File: config.mk
export PLATFORM = sky130hd
export DESIGN_NAME = srs_search_ctrl
export DESIGN_NICKNAME = d
export VERILOG_FILES = /design/src/rtl/core/srs_pkg.sv /design/src/rtl/core/srs_search_ctrl.sv
export SDC_FILE = /design/constraint.sdc
export NUM_CORES = 1
export LEC_CHECK = 0
export BUFFER_PORTS_ARGS = -buffer_cell sky130_fd_sc_hd__buf_2
export CORE_MARGIN = 2
export CORE_UTILIZATION = 52
export CTS_CLUSTER_DIAMETER = 60
export DETAILED_ROUTE_END_ITERATION = 8
export GPL_ROUTABILITY_DRIVEN = 0
export PLACE_DENSITY = 0.8
export SYNTH_ARGS = -nofsm -noshare
export SYNTH_HDL_FRONTEND = slang
export SYNTH_SLANG_ARGS = --single-unit
File: constraint.sdc
create_clock -name clock -period 3.81 [get_ports clock]
set_input_delay 0.5715 -clock clock [delete_from_list [all_inputs] [get_ports clock]]
set_output_delay 0.5715 -clock clock [all_outputs]
set_load 0.05 [all_outputs]
File: src/rtl/core/srs_pkg.sv
`default_nettype none

package srs_pkg;

   localparam int KEY_W   = 32;
   localparam int ROUTE_W = 32;
   localparam int IDX_W   = 8;
   localparam int SIZE_W  = 9;
   // search bounds carry one extra bit so that right can go below zero
   localparam int BOUND_W = SIZE_W + 1;

   localparam logic OP_WRITE  = 1'b0;
   localparam logic OP_SEARCH = 1'b1;

   localparam logic STATUS_FOUND  = 1'b0;
   localparam logic STATUS_ABSENT = 1'b1;

   typedef enum logic [1:0] {
      ST_IDLE,
      ST_PROBE,
      ST_COMPARE
   } srs_state_type;

   typedef struct packed {
      logic               strobe;
      logic               status;
      logic [ROUTE_W-1:0] route;
   } srs_rsp_type;

endpackage

`default_nettype wire

File: src/rtl/core/srs_search_ctrl.sv
`default_nettype none

module srs_search_ctrl #(
   parameter int TABLE_DEPTH = 256,
   localparam int ADDR_W = (TABLE_DEPTH > 1) ? $clog2(TABLE_DEPTH) : 1
) (
   input  wire logic                         clock,
   input  wire logic                         reset,
   input  wire logic                         start,
   input  wire logic                         op,
   input  wire logic [srs_pkg::KEY_W-1:0]    lookup_key,
   input  wire logic [srs_pkg::SIZE_W-1:0]   entries_in_use,
   output      logic                         busy,
   output      logic                         rd_en,
   output      logic [ADDR_W-1:0]            rd_addr,
   input  wire logic [srs_pkg::KEY_W-1:0]    rd_key,
   input  wire logic [srs_pkg::ROUTE_W-1:0]  rd_route,
   output      srs_pkg::srs_rsp_type         rsp_ff
);

   import srs_pkg::*;

   srs_state_type        state_ff, state_in;
   logic [KEY_W-1:0]     key_ff, key_in;
   logic [BOUND_W-1:0]   left_ff, left_in;
   logic [BOUND_W-1:0]   right_ff, right_in;
   logic [SIZE_W-1:0]    mid_ff, mid_in;
   logic [SIZE_W-1:0]    mid;
   logic [SIZE_W-1:0]    size;
   srs_rsp_type          rsp_in;

   always_comb begin
      if (32'(entries_in_use) > TABLE_DEPTH) begin
         size = SIZE_W'(TABLE_DEPTH);
      end else begin
         size = entries_in_use;
      end
   end

   // only used while left <= right and both are non-negative
   assign mid = left_ff[SIZE_W-1:0] + SIZE_W'((right_ff - left_ff) >> 1);

   always_ff @(posedge clock) begin
      if (reset) begin
         state_ff      <= ST_IDLE;
         rsp_ff.strobe <= 1'b0;
      end else begin
         state_ff      <= state_in;
         rsp_ff.strobe <= rsp_in.strobe;
      end
      key_ff        <= key_in;
      left_ff       <= left_in;
      right_ff      <= right_in;
      mid_ff        <= mid_in;
      rsp_ff.status <= rsp_in.status;
      rsp_ff.route  <= rsp_in.route;
   end

   always_comb begin
      state_in      = state_ff;
      key_in        = key_ff;
      left_in       = left_ff;
      right_in      = right_ff;
      mid_in        = mid_ff;
      rsp_in.strobe = 1'b0;
      rsp_in.status = STATUS_ABSENT;
      rsp_in.route  = '0;
      rd_en         = 1'b0;
      rd_addr       = ADDR_W'(mid);
      busy          = (state_ff != ST_IDLE);

      unique case (state_ff)
         ST_IDLE: begin
            if (start && op == OP_SEARCH) begin
               key_in   = lookup_key;
               left_in  = '0;
               // an empty table wraps right to -1 and ends without a probe
               right_in = {1'b0, size} - BOUND_W'(1);
               state_in = ST_PROBE;
            end
         end
         ST_PROBE: begin
            if (right_ff[BOUND_W-1] || left_ff > right_ff) begin
               rsp_in.strobe = 1'b1;
               state_in      = ST_IDLE;
            end else begin
               rd_en    = 1'b1;
               mid_in   = mid;
               state_in = ST_COMPARE;
            end
         end
         ST_COMPARE: begin
            if (rd_key == key_ff) begin
               rsp_in.strobe = 1'b1;
               rsp_in.status = STATUS_FOUND;
               rsp_in.route  = rd_route;
               state_in      = ST_IDLE;
            end else if (rd_key < key_ff) begin
               left_in  = {1'b0, mid_ff} + BOUND_W'(1);
               state_in = ST_PROBE;
            end else begin
               right_in = {1'b0, mid_ff} - BOUND_W'(1);
               state_in = ST_PROBE;
            end
         end
         default: begin
            state_in = ST_IDLE;
         end
      endcase
   end

endmodule

`default_nettype wire

# Yosys cells after proc, flatten, opt, wreduce, memory -nomap -nowiden
# Cells that the tools add are included.
[word_totals] ff_bits=97 out_inout_bits=44 wordCells=52
[classes] addsub=5 order_cmp=3 eq_ne=7 mux=18 bitwise=1 n_reduce_logical=10
[op_table] op="2-to-1 mux 10 bit" count=6
[op_table] op="case mux 10 bit (2 select lines)" count=2
[op_table] op="2-to-1 mux 34 bit" count=1
[op_table] op="equality test 32 bit" count=1
[op_table] op="less-than comparator 32 bit" count=1
[op_table] op="subtractor 9 x 1 -> 10 bit (second input constant)" count=2
[op_table] op="adder 9 x 1 -> 10 bit (second input constant)" count=1
[op_table] op="> comparator 10 bit" count=1
[op_table] op="subtractor 10 bit" count=1
[op_table] op="adder 9 bit" count=1
[op_table] op="> comparator 9 bit (second input constant)" count=1
[op_table] op="2-to-1 mux 9 bit" count=1
[op_table] op="!= test 2 bit (second input constant)" count=4
[op_table] op="AND reduction 4 bit" count=2
[op_table] op="case mux 2 bit (3 select lines)" count=1
[op_table] op="AND reduction 2 bit" count=3
[op_table] op="2-to-1 mux 1 bit" count=4
[op_table] op="2-to-1 mux 2 bit" count=2
[op_table] op="nonzero test 2 bit" count=2
[op_table] op="equality test 2 x 1 -> 1 bit (second input constant)" count=1
[op_table] op="equality test 2 bit (second input constant)" count=1
[op_table] op="zero test 2 bit" count=1
[op_table] op="case mux 1 bit (2 select lines)" count=1
[op_table] op="logical AND 1 bit" count=1
[op_table] op="2 further kinds" count=2

# Longest topological paths before layout
# Gate-level depths: netlist of the first run.
[depth] depth_word=5 ltp_mapped=14 ltp_nobuf=14

# Worst setup path after synthesis of the first run
# Ideal clock, no wire load.
[synth_path] kind="reg2out" from="register left_ff[0]" to="output rd_addr[7]" t_arrival_ns=2.684 setup_slack_ns=0.555 path_stages_with_launch=13 n_path_buf=1 cell_sequence="edfxtp_1 > nor2b_1 > fa_1 > nor2b_1 > o21ai_1 > a21oi_2 > nor2_1 > ha_1 > nor2b_1 > o21a_1 > o41a_1 > xor2_1 > buf_4"
[synth_between] elab_chain_len=2
[synth_rtl] item="start, declared" line="srs_search_ctrl.sv:25" source="logic [BOUND_W-1:0] left_ff, left_in;"
[synth_rtl] item="start signal, assigned" line="srs_search_ctrl.sv:52" source="left_ff <= left_in;"
[synth_rtl] item="subtractor 10 bit" line="srs_search_ctrl.sv:41" source="assign mid = left_ff[SIZE_W-1:0] + SIZE_W'((right_ff - left_ff) >> 1);"
[synth_rtl] item="adder 9 bit *" line="srs_search_ctrl.sv:41"
[synth_rtl] item="end, declared" line="srs_search_ctrl.sv:15" source="output logic [ADDR_W-1:0] rd_addr,"
# Every way passes the cells marked *; elsewhere a longest branch is shown, timed or not.

# Worst setup path in the final report of the first run
# Same ends and word-level chain as after synthesis.

==> results.md, run 1 <==
- Status: finished, final reports clean
- 1st-pass router iterations: 4
- Clk_lat worst skew: 0.38 ns
- Startpoint types: flop
- GRT overflow: 0
- Commonest cells after routing, fill and taps aside: buf_2 (150), edfxtp_1 (61), ha_1 (54)
- Clock buffer count from CTS: 9
- Die Wd: 103.0 µm
- CTS Buffer Depth: 2
- Max VDD drop: 0.0005896 V
- Worst R2R Setup Slack: 0.70 ns
- Largest net degree at the start of global routing: 35
- Setup crit end kind: primary output
- CP delay by family, top: compound AO/OA/AOI/OAI gates
- Post-synth EDFFs: 61
- Required @ worst endpoint: 3.24 ns
- Core ar.: 0.009639 mm²
- Avg Vias per Cell: 5.156
- Total chip power: 3.850 mW
- Ports: 153
- Setup-violating endpoint count in the final report: 0
- Critical Path AT: 3.19 ns
- Dpl ws: 0.2268 ns
- RSZ-0062 raised after global routing: true
- Syn. warnings: 0
- Multiplexer share of the synthesized area: 0.1962%
- Die H: 103.0 µm
- Placed cell area: 0.005947 mm²
- R2R Path Start: left_ff[0]
- Synth Area in Adders: 14.28%
- Synth Area per Inst: 11.07 µm²
- Iter 0 DRT Violations: 111
- First-pass GRT wire length: 17.08 mm
- Worst Hold Class: in -> reg
- Die area: 0.01062 mm²
- Vias in the first global route: 3727
- Simple-gate share of the synthesized area: 14.23%
- Post-DRT Antenna Nets: 0
- Hold Path Depth: 1
- Post-synthesis compound-gate area fraction: 9.983%
- Yosys reg bits: 97
- Nets: 783
- Final min period: 3.758 ns
- Hold endpoint: key_ff[29]
- Crit-path cells: nor2b_4 -> fa_2 -> nor2b_2 -> o21ai_2 -> a21oi_2 -> nor2_1 -> ha_1 -> nor2b_1 -> o21a_1 -> o41a_1 -> xor2_2 -> buf_6
- Reg clk slew, reported paths: 0.10 ns
- Slowest CP cell: fa_2
- Commonest non-fill, non-tap cell in the layout: buf_2
- Register area share after synthesis: 50.04%
- Reg-to-reg critical path endpoint: mid_ff[8]
- Wire per inst: 15.02 µm
- Final Skew: 0.008236 ns
- LEAKAGE: 3.078 nW
- PortBufs: 152
- Actual slew at the worst max-slew pin: 1.094 ns
- Hold wc startpoint: lookup_key[29]
- Worst setup path class: reg -> out
- DRT Wirelength: 11.34 mm
- Net Count, Synth: 627
- Area occupied by multi-input gates: 0.002281 mm²
- PD cells: 611.8 mW/mm²
- Drt drc: 0
- Clock Tree Root: clkbuf_8
- Design area: 0.006294 mm²
- Main combinational cell family by area after synthesis: adder cells
- CTS tree: done
- CP max stage delay: 0.40 ns
- Final hold slack: 0.3567 ns
- Critical path buffers and inverters: 1
- FILL cells: 774
- Reg2Reg Depth: 15
- Antenna Cells: 0
- Starting Density: 52.92%
- Row count: 36
- Relative slew slack: 26.44%
- Final Util: 65.29%
- FFs w/ async S/R, synth: 0%
- XOR/XNOR Fraction of Synth Area: 4.636%
- Fin worst setup slack: 0.05211 ns
- Synth area leader: edfxtp_1
- CP Max Fanout: 3
- Final Max Slew Viols: 0
- Post-Synthesis Cells: 461
- Layout area overhead: 23.38%
- Antenna violations before repair: 1
- Synth top area cells: edfxtp_1 (36%), dfxtp_1 (14%), ha_1 (13%), and3_1 (4.7%), inv_1 (4.0%)
- Cell area after synthesis: 0.005101 mm²
- Ys flop type: edfxtp_1
- Final hold viol count: 0
- Share of cells above drive strength 1: 33.44%
- Yosys top cell area share: 35.91%
- Max_cap viols: 0
- Distinct cell type count after synthesis: 52
- Register area: 0.002552 mm²
- Clock Sinks: 97
- Period utilization: 98.63%
- Tot GR Track Use: 21.62%
- Via count: 3893
- H-tree depth: 3
- Final HPWL DP: 8.875 mm
- Fmax: 0.2661 GHz
cell usage after synthesis, types with 2 or more instances:
library cell  number
xnor2_1           20
o21ai_0           11
nand3_1           12
buf_4             13
nand2_1           13
clkbuf_1           6
inv_2              2
nor2b_1           11
or3_1              3
nand4_1            6
o21ai_1            5
nor3_1             5
and2_1             7
o31ai_1            2
a21boi_1           2
o21bai_1           2
nor4_1             3
o21a_1             4
dfxtp_1           36
and3_1            38
fa_1               2
ha_1              55
a21o_1             5
inv_1             54
nand4_2            2
a21oi_2            2
xor2_1             7
o211ai_1           3
a21oi_1           19
nor2_1            22
edfxtp_1          61
a22oi_1            8
through the flow:
stage               std cells  TNS [ns]
CTS                       751         0
detailed placement        731         0
finish                    755         0
global route              755   -0.1114
floorplan                 461         0
global placement          731         0
per-layer routing:
layer | vias up | wire, µm | part of all wire, % | track usage, %
met5 | - | 0 | 0 | 0
met3 | 20 | 841 | 7.4 | 7.864
met2 | 132 | 6058 | 53 | 39.06
met1 | 1806 | 4237 | 37 | 23.19
met4 | 0 | 204 | 1.8 | 7.692
li1 | 1935 | - | - | -
cell type report:
cell class              instances  share of cell area (%)
inverters                      57                   3.400
flip-flops and latches         97                   40.56
well taps                     133                   2.644
clock inverters                 7                   1.412
repair buffers                165                   13.78
clock buffers                   9                   1.968
multi-input cells             287                   36.24
cells by family (layout without fill, tap and decap cells):
family | Yosys count | after routing
flops | 97 | 97
xor+xnor | 27 | 27
simple gates | 128 | 128
compound gates | 74 | 74
fa+ha+maj | 57 | 57
buf+inv | 77 | 238
mux | 1 | 1
worst max path at each step:
stage | from | end | cells after the start
2_1_floorplan | left_ff[0] | rd_addr[7] | 12
3_3_place_gp | left_ff[0] | rd_addr[7] | 12
3_5_place_dp | left_ff[0] | rd_addr[7] | 12
4_1_cts | left_ff[1] | rd_addr[7] | 13
5_1_grt | left_ff[0] | rd_addr[7] | 14
6_report | left_ff[0] | rd_addr[7] | 12
power breakdown:
part	internal [mW]	switching [mW]
registers	1.26	0.0479
clock network	0.318	0.385
logic	0.699	1.14
total	2.28	1.57
registers in the layout, summed over array words and instances (netlist names):
signal    count
right_ff     10
state_ff      2
mid_ff        9
rsp_ff       34
left_ff      10
key_ff       32
what timing repair did:
item                       CTS  global route
setup endpoints to repair    2             3
resized for setup            5            16
buffers inserted             4             4
pin swaps                    2            12
hold buffers                 0             0
worst reg2reg max path, delay by kind of cell (launching register included):
family | cells | cell delay (ns)
compound gates | 6 | 0.78
fa+ha+maj | 2 | 0.73
xor+xnor | 3 | 0.47
flops | 1 | 0.39
simple gates | 3 | 0.35
buf+inv | 1 | 0.14
(Power assumes the default switching activity.)
==> run 2, diff against run 1 <==
--- a/config.mk
+++ b/config.mk
@@ -11,6 +11,7 @@
 export CTS_CLUSTER_DIAMETER = 60
 export DETAILED_ROUTE_END_ITERATION = 8
 export GPL_ROUTABILITY_DRIVEN = 0
+export MAX_ROUTING_LAYER = met4
 export PLACE_DENSITY = 0.8
 export SYNTH_ARGS = -nofsm -noshare
 export SYNTH_HDL_FRONTEND = slang
==> results.md, run 2 (synthesized netlist as in run 1, its figures left out) <==
- Final hold viol count: 0 (unchanged)
- Startpoint types: flop (unchanged)
- Fmax: 0.2660 GHz (was 0.2661 GHz)
- Ports: 153 (unchanged)
- Worst Hold Class: in -> reg (unchanged)
- Die area: 0.01062 mm² (unchanged)
- CP delay by family, top: compound AO/OA/AOI/OAI gates (unchanged)
- RSZ-0062 raised after global routing: true (unchanged)
- Hold endpoint: key_ff[29] (unchanged)
- Critical Path AT: 3.19 ns (about the same)
- Row count: 36 (unchanged)
- Status: finished, final reports clean (unchanged)
- H-tree depth: 3 (unchanged)
- Biggest regs: rsp_ff (34), key_ff (32) (unchanged)
- Starting Density: 52.92% (unchanged)
- Most flops, register: rsp_ff (unchanged)
- Via count: 3922 (was 3893)
- Hold Path Depth: 1 (unchanged)
- Clock Sinks: 97 (unchanged)
- Required @ worst endpoint: 3.24 ns (about the same)
- Max_cap viols: 0 (unchanged)
- CP max stage delay: 0.40 ns (about the same)
- Final Skew: 0.007888 ns (was 0.008236 ns)
- First-pass GRT wire length: 16.99 mm (was 17.08 mm)
- Clock buffer count from CTS: 9 (unchanged)
- 1st-pass router iterations: 4 (unchanged)
- Vias in the first global route: 3742 (was 3727)
- Slowest CP cell: fa_2 (unchanged)
- Layout area overhead: 23.42% (was 23.38%)
- Tot GR Track Use: 22.25% (was 21.62%)
- Die Wd: 103.0 µm (unchanged)
- Avg Vias per Cell: 5.188 (was 5.156)
- Worst setup path class: reg -> out (unchanged)
- Setup-violating endpoint count in the final report: 0 (unchanged)
- Final Util: 65.32% (was 65.29%)
- Relative slew slack: 24.51% (was 26.44%)
- CP Max Fanout: 3 (unchanged)
- Final HPWL DP: 8.875 mm (unchanged)
- Share of cells above drive strength 1: 33.44% (unchanged)
- Clk_lat worst skew: 0.38 ns (about the same)
- Critical path buffers and inverters: 1 (unchanged)
- Largest register FFs: 34 (unchanged)
- Actual slew at the worst max-slew pin: 1.123 ns (was 1.094 ns)
- Dpl ws: 0.2268 ns (unchanged)
- Clock Tree Root: clkbuf_8 (unchanged)
- LEAKAGE: 3.078 nW (about the same)
- Drt drc: 0 (unchanged)
- R2R Path Start: left_ff[0] (unchanged)
- CTS tree: done (unchanged)
- Reg2Reg Depth: 15 (unchanged)
- Post-DRT Antenna Nets: 0 (unchanged)
- Commonest non-fill, non-tap cell in the layout: buf_2 (unchanged)
- CTS Buffer Depth: 2 (unchanged)
- Worst R2R Setup Slack: 0.67 ns (was 0.70 ns)
- Commonest cells after routing, fill and taps aside: buf_2 (150), edfxtp_1 (61), ha_1 (54) (unchanged)
- Reg clk slew, reported paths: 0.10 ns (about the same)
- PD cells: 612.9 mW/mm² (was 611.8 mW/mm²)
- Max VDD drop: 0.0005907 V (was 0.0005896 V)
- Nets: 783 (unchanged)
- DRT Wirelength: 11.39 mm (was 11.34 mm)
- Setup crit end kind: primary output (unchanged)
- Period utilization: 98.66% (was 98.63%)
- Fin worst setup slack: 0.05102 ns (was 0.05211 ns)
- Antenna violations before repair: 1 (unchanged)
- Wire per inst: 15.06 µm (was 15.02 µm)
- Reg-to-reg critical path endpoint: mid_ff[8] (unchanged)
- Crit-path cells: nor2b_4 -> fa_2 -> nor2b_2 -> o21ai_2 -> a21oi_2 -> nor2_1 -> ha_1 -> nor2b_1 -> o21a_1 -> o41a_1 -> xor2_2 -> buf_6 (unchanged)
- Final min period: 3.759 ns (was 3.758 ns)
- Iter 0 DRT Violations: 136 (was 111)
- Hold wc startpoint: lookup_key[29] (unchanged)
- Core ar.: 0.009639 mm² (unchanged)
- GRT overflow: 0 (unchanged)
- Final Max Slew Viols: 0 (unchanged)
- Final hold slack: 0.3566 ns (was 0.3567 ns)
- PortBufs: 152 (unchanged)
- Die H: 103.0 µm (unchanged)
- Largest net degree at the start of global routing: 35 (unchanged)
==> run 2: changes by cell type in the layout (fill, tap and decap cells not counted), sizes merged <==
cell,change
diode,+1
==> run 2: worst max-delay path by stage <==
stage,start,endpoint,slack (ns),depth (start not counted)
finish,left_ff[0],rd_addr[7],0.05,12
global placement,left_ff[0],rd_addr[7],0.36,12
floorplan,left_ff[0],rd_addr[7],0.55,12
CTS,left_ff[1],rd_addr[7],0.02,13
detailed placement,left_ff[0],rd_addr[7],0.23,12
global route,left_ff[0],rd_addr[7],-0.08,14
==> run 2: stage by stage <==
step	area (µm²)	TNS (ns)	power (mW)	std cells
2_1_floorplan	5101	0	2.729	461
3_3_place_gp	5947	0	2.871	731
3_5_place_dp	5947	0	2.924	731
4_1_cts	6208	0	3.727	751
5_1_grt	6296	-0.1114	4.053	756
6_report	6296	0	3.859	756
==> run 2: final cells by class <==
type | count | area (µm²)
clock buffers | 9 | 123.9
multi-input cells | 287 | 2281
repair buffers | 165 | 867.1
diodes | 1 | 2.502
clock inverters | 7 | 88.84
well taps | 133 | 166.4
inverters | 57 | 214.0
flip-flops and latches | 97 | 2552
fillers | 775 | 3343
==> run 2: repair_timing <==
item                       in CTS  in global routing
resized for setup               5                 16
setup buffers                   4                  4
gates cloned                    0                  0
pin swaps                       2                 12
hold endpoints to repair        0                  0
setup endpoints to repair       2                  3
hold buffers                    0                  0
==> run 2: worst register-to-register path, cell delays in order (launching register included) <==
cell and delay (ns):
edfxtp_1 0.39, nor2b_4 0.16, fa_2 0.40, nor2b_2 0.15, o21ai_2 0.08, a21oi_2 0.19, o21a_1 0.15, nor2_1 0.04
xnor2_1 0.18, ha_2 0.33, o21ai_2 0.07, a21oi_2 0.05, buf_4 0.14, o41ai_2 0.24, xnor2_1 0.12, xnor2_1 0.27
==> run 2: routing by layer <==
| layer | vias to the layer above | GRT usage [%] | wire, µm |
|---|---|---|---|
| met1 | 1849 | 23.67 | 4378 |
| met4 | 0 | 7.692 | 191 |
| met5 | - | - | 0 |
| li1 | 1937 | - | - |
| met2 | 117 | 39.16 | 6179 |
| met3 | 19 | 6.847 | 640 |
==> run 2: power by group <==
group	leakage (nW)	switching (mW)	internal, mW
clock	0.109	0.386	0.318
combinational	2.11	1.15	0.699
sequential	0.863	0.0481	1.26
total	3.08	1.58	2.28
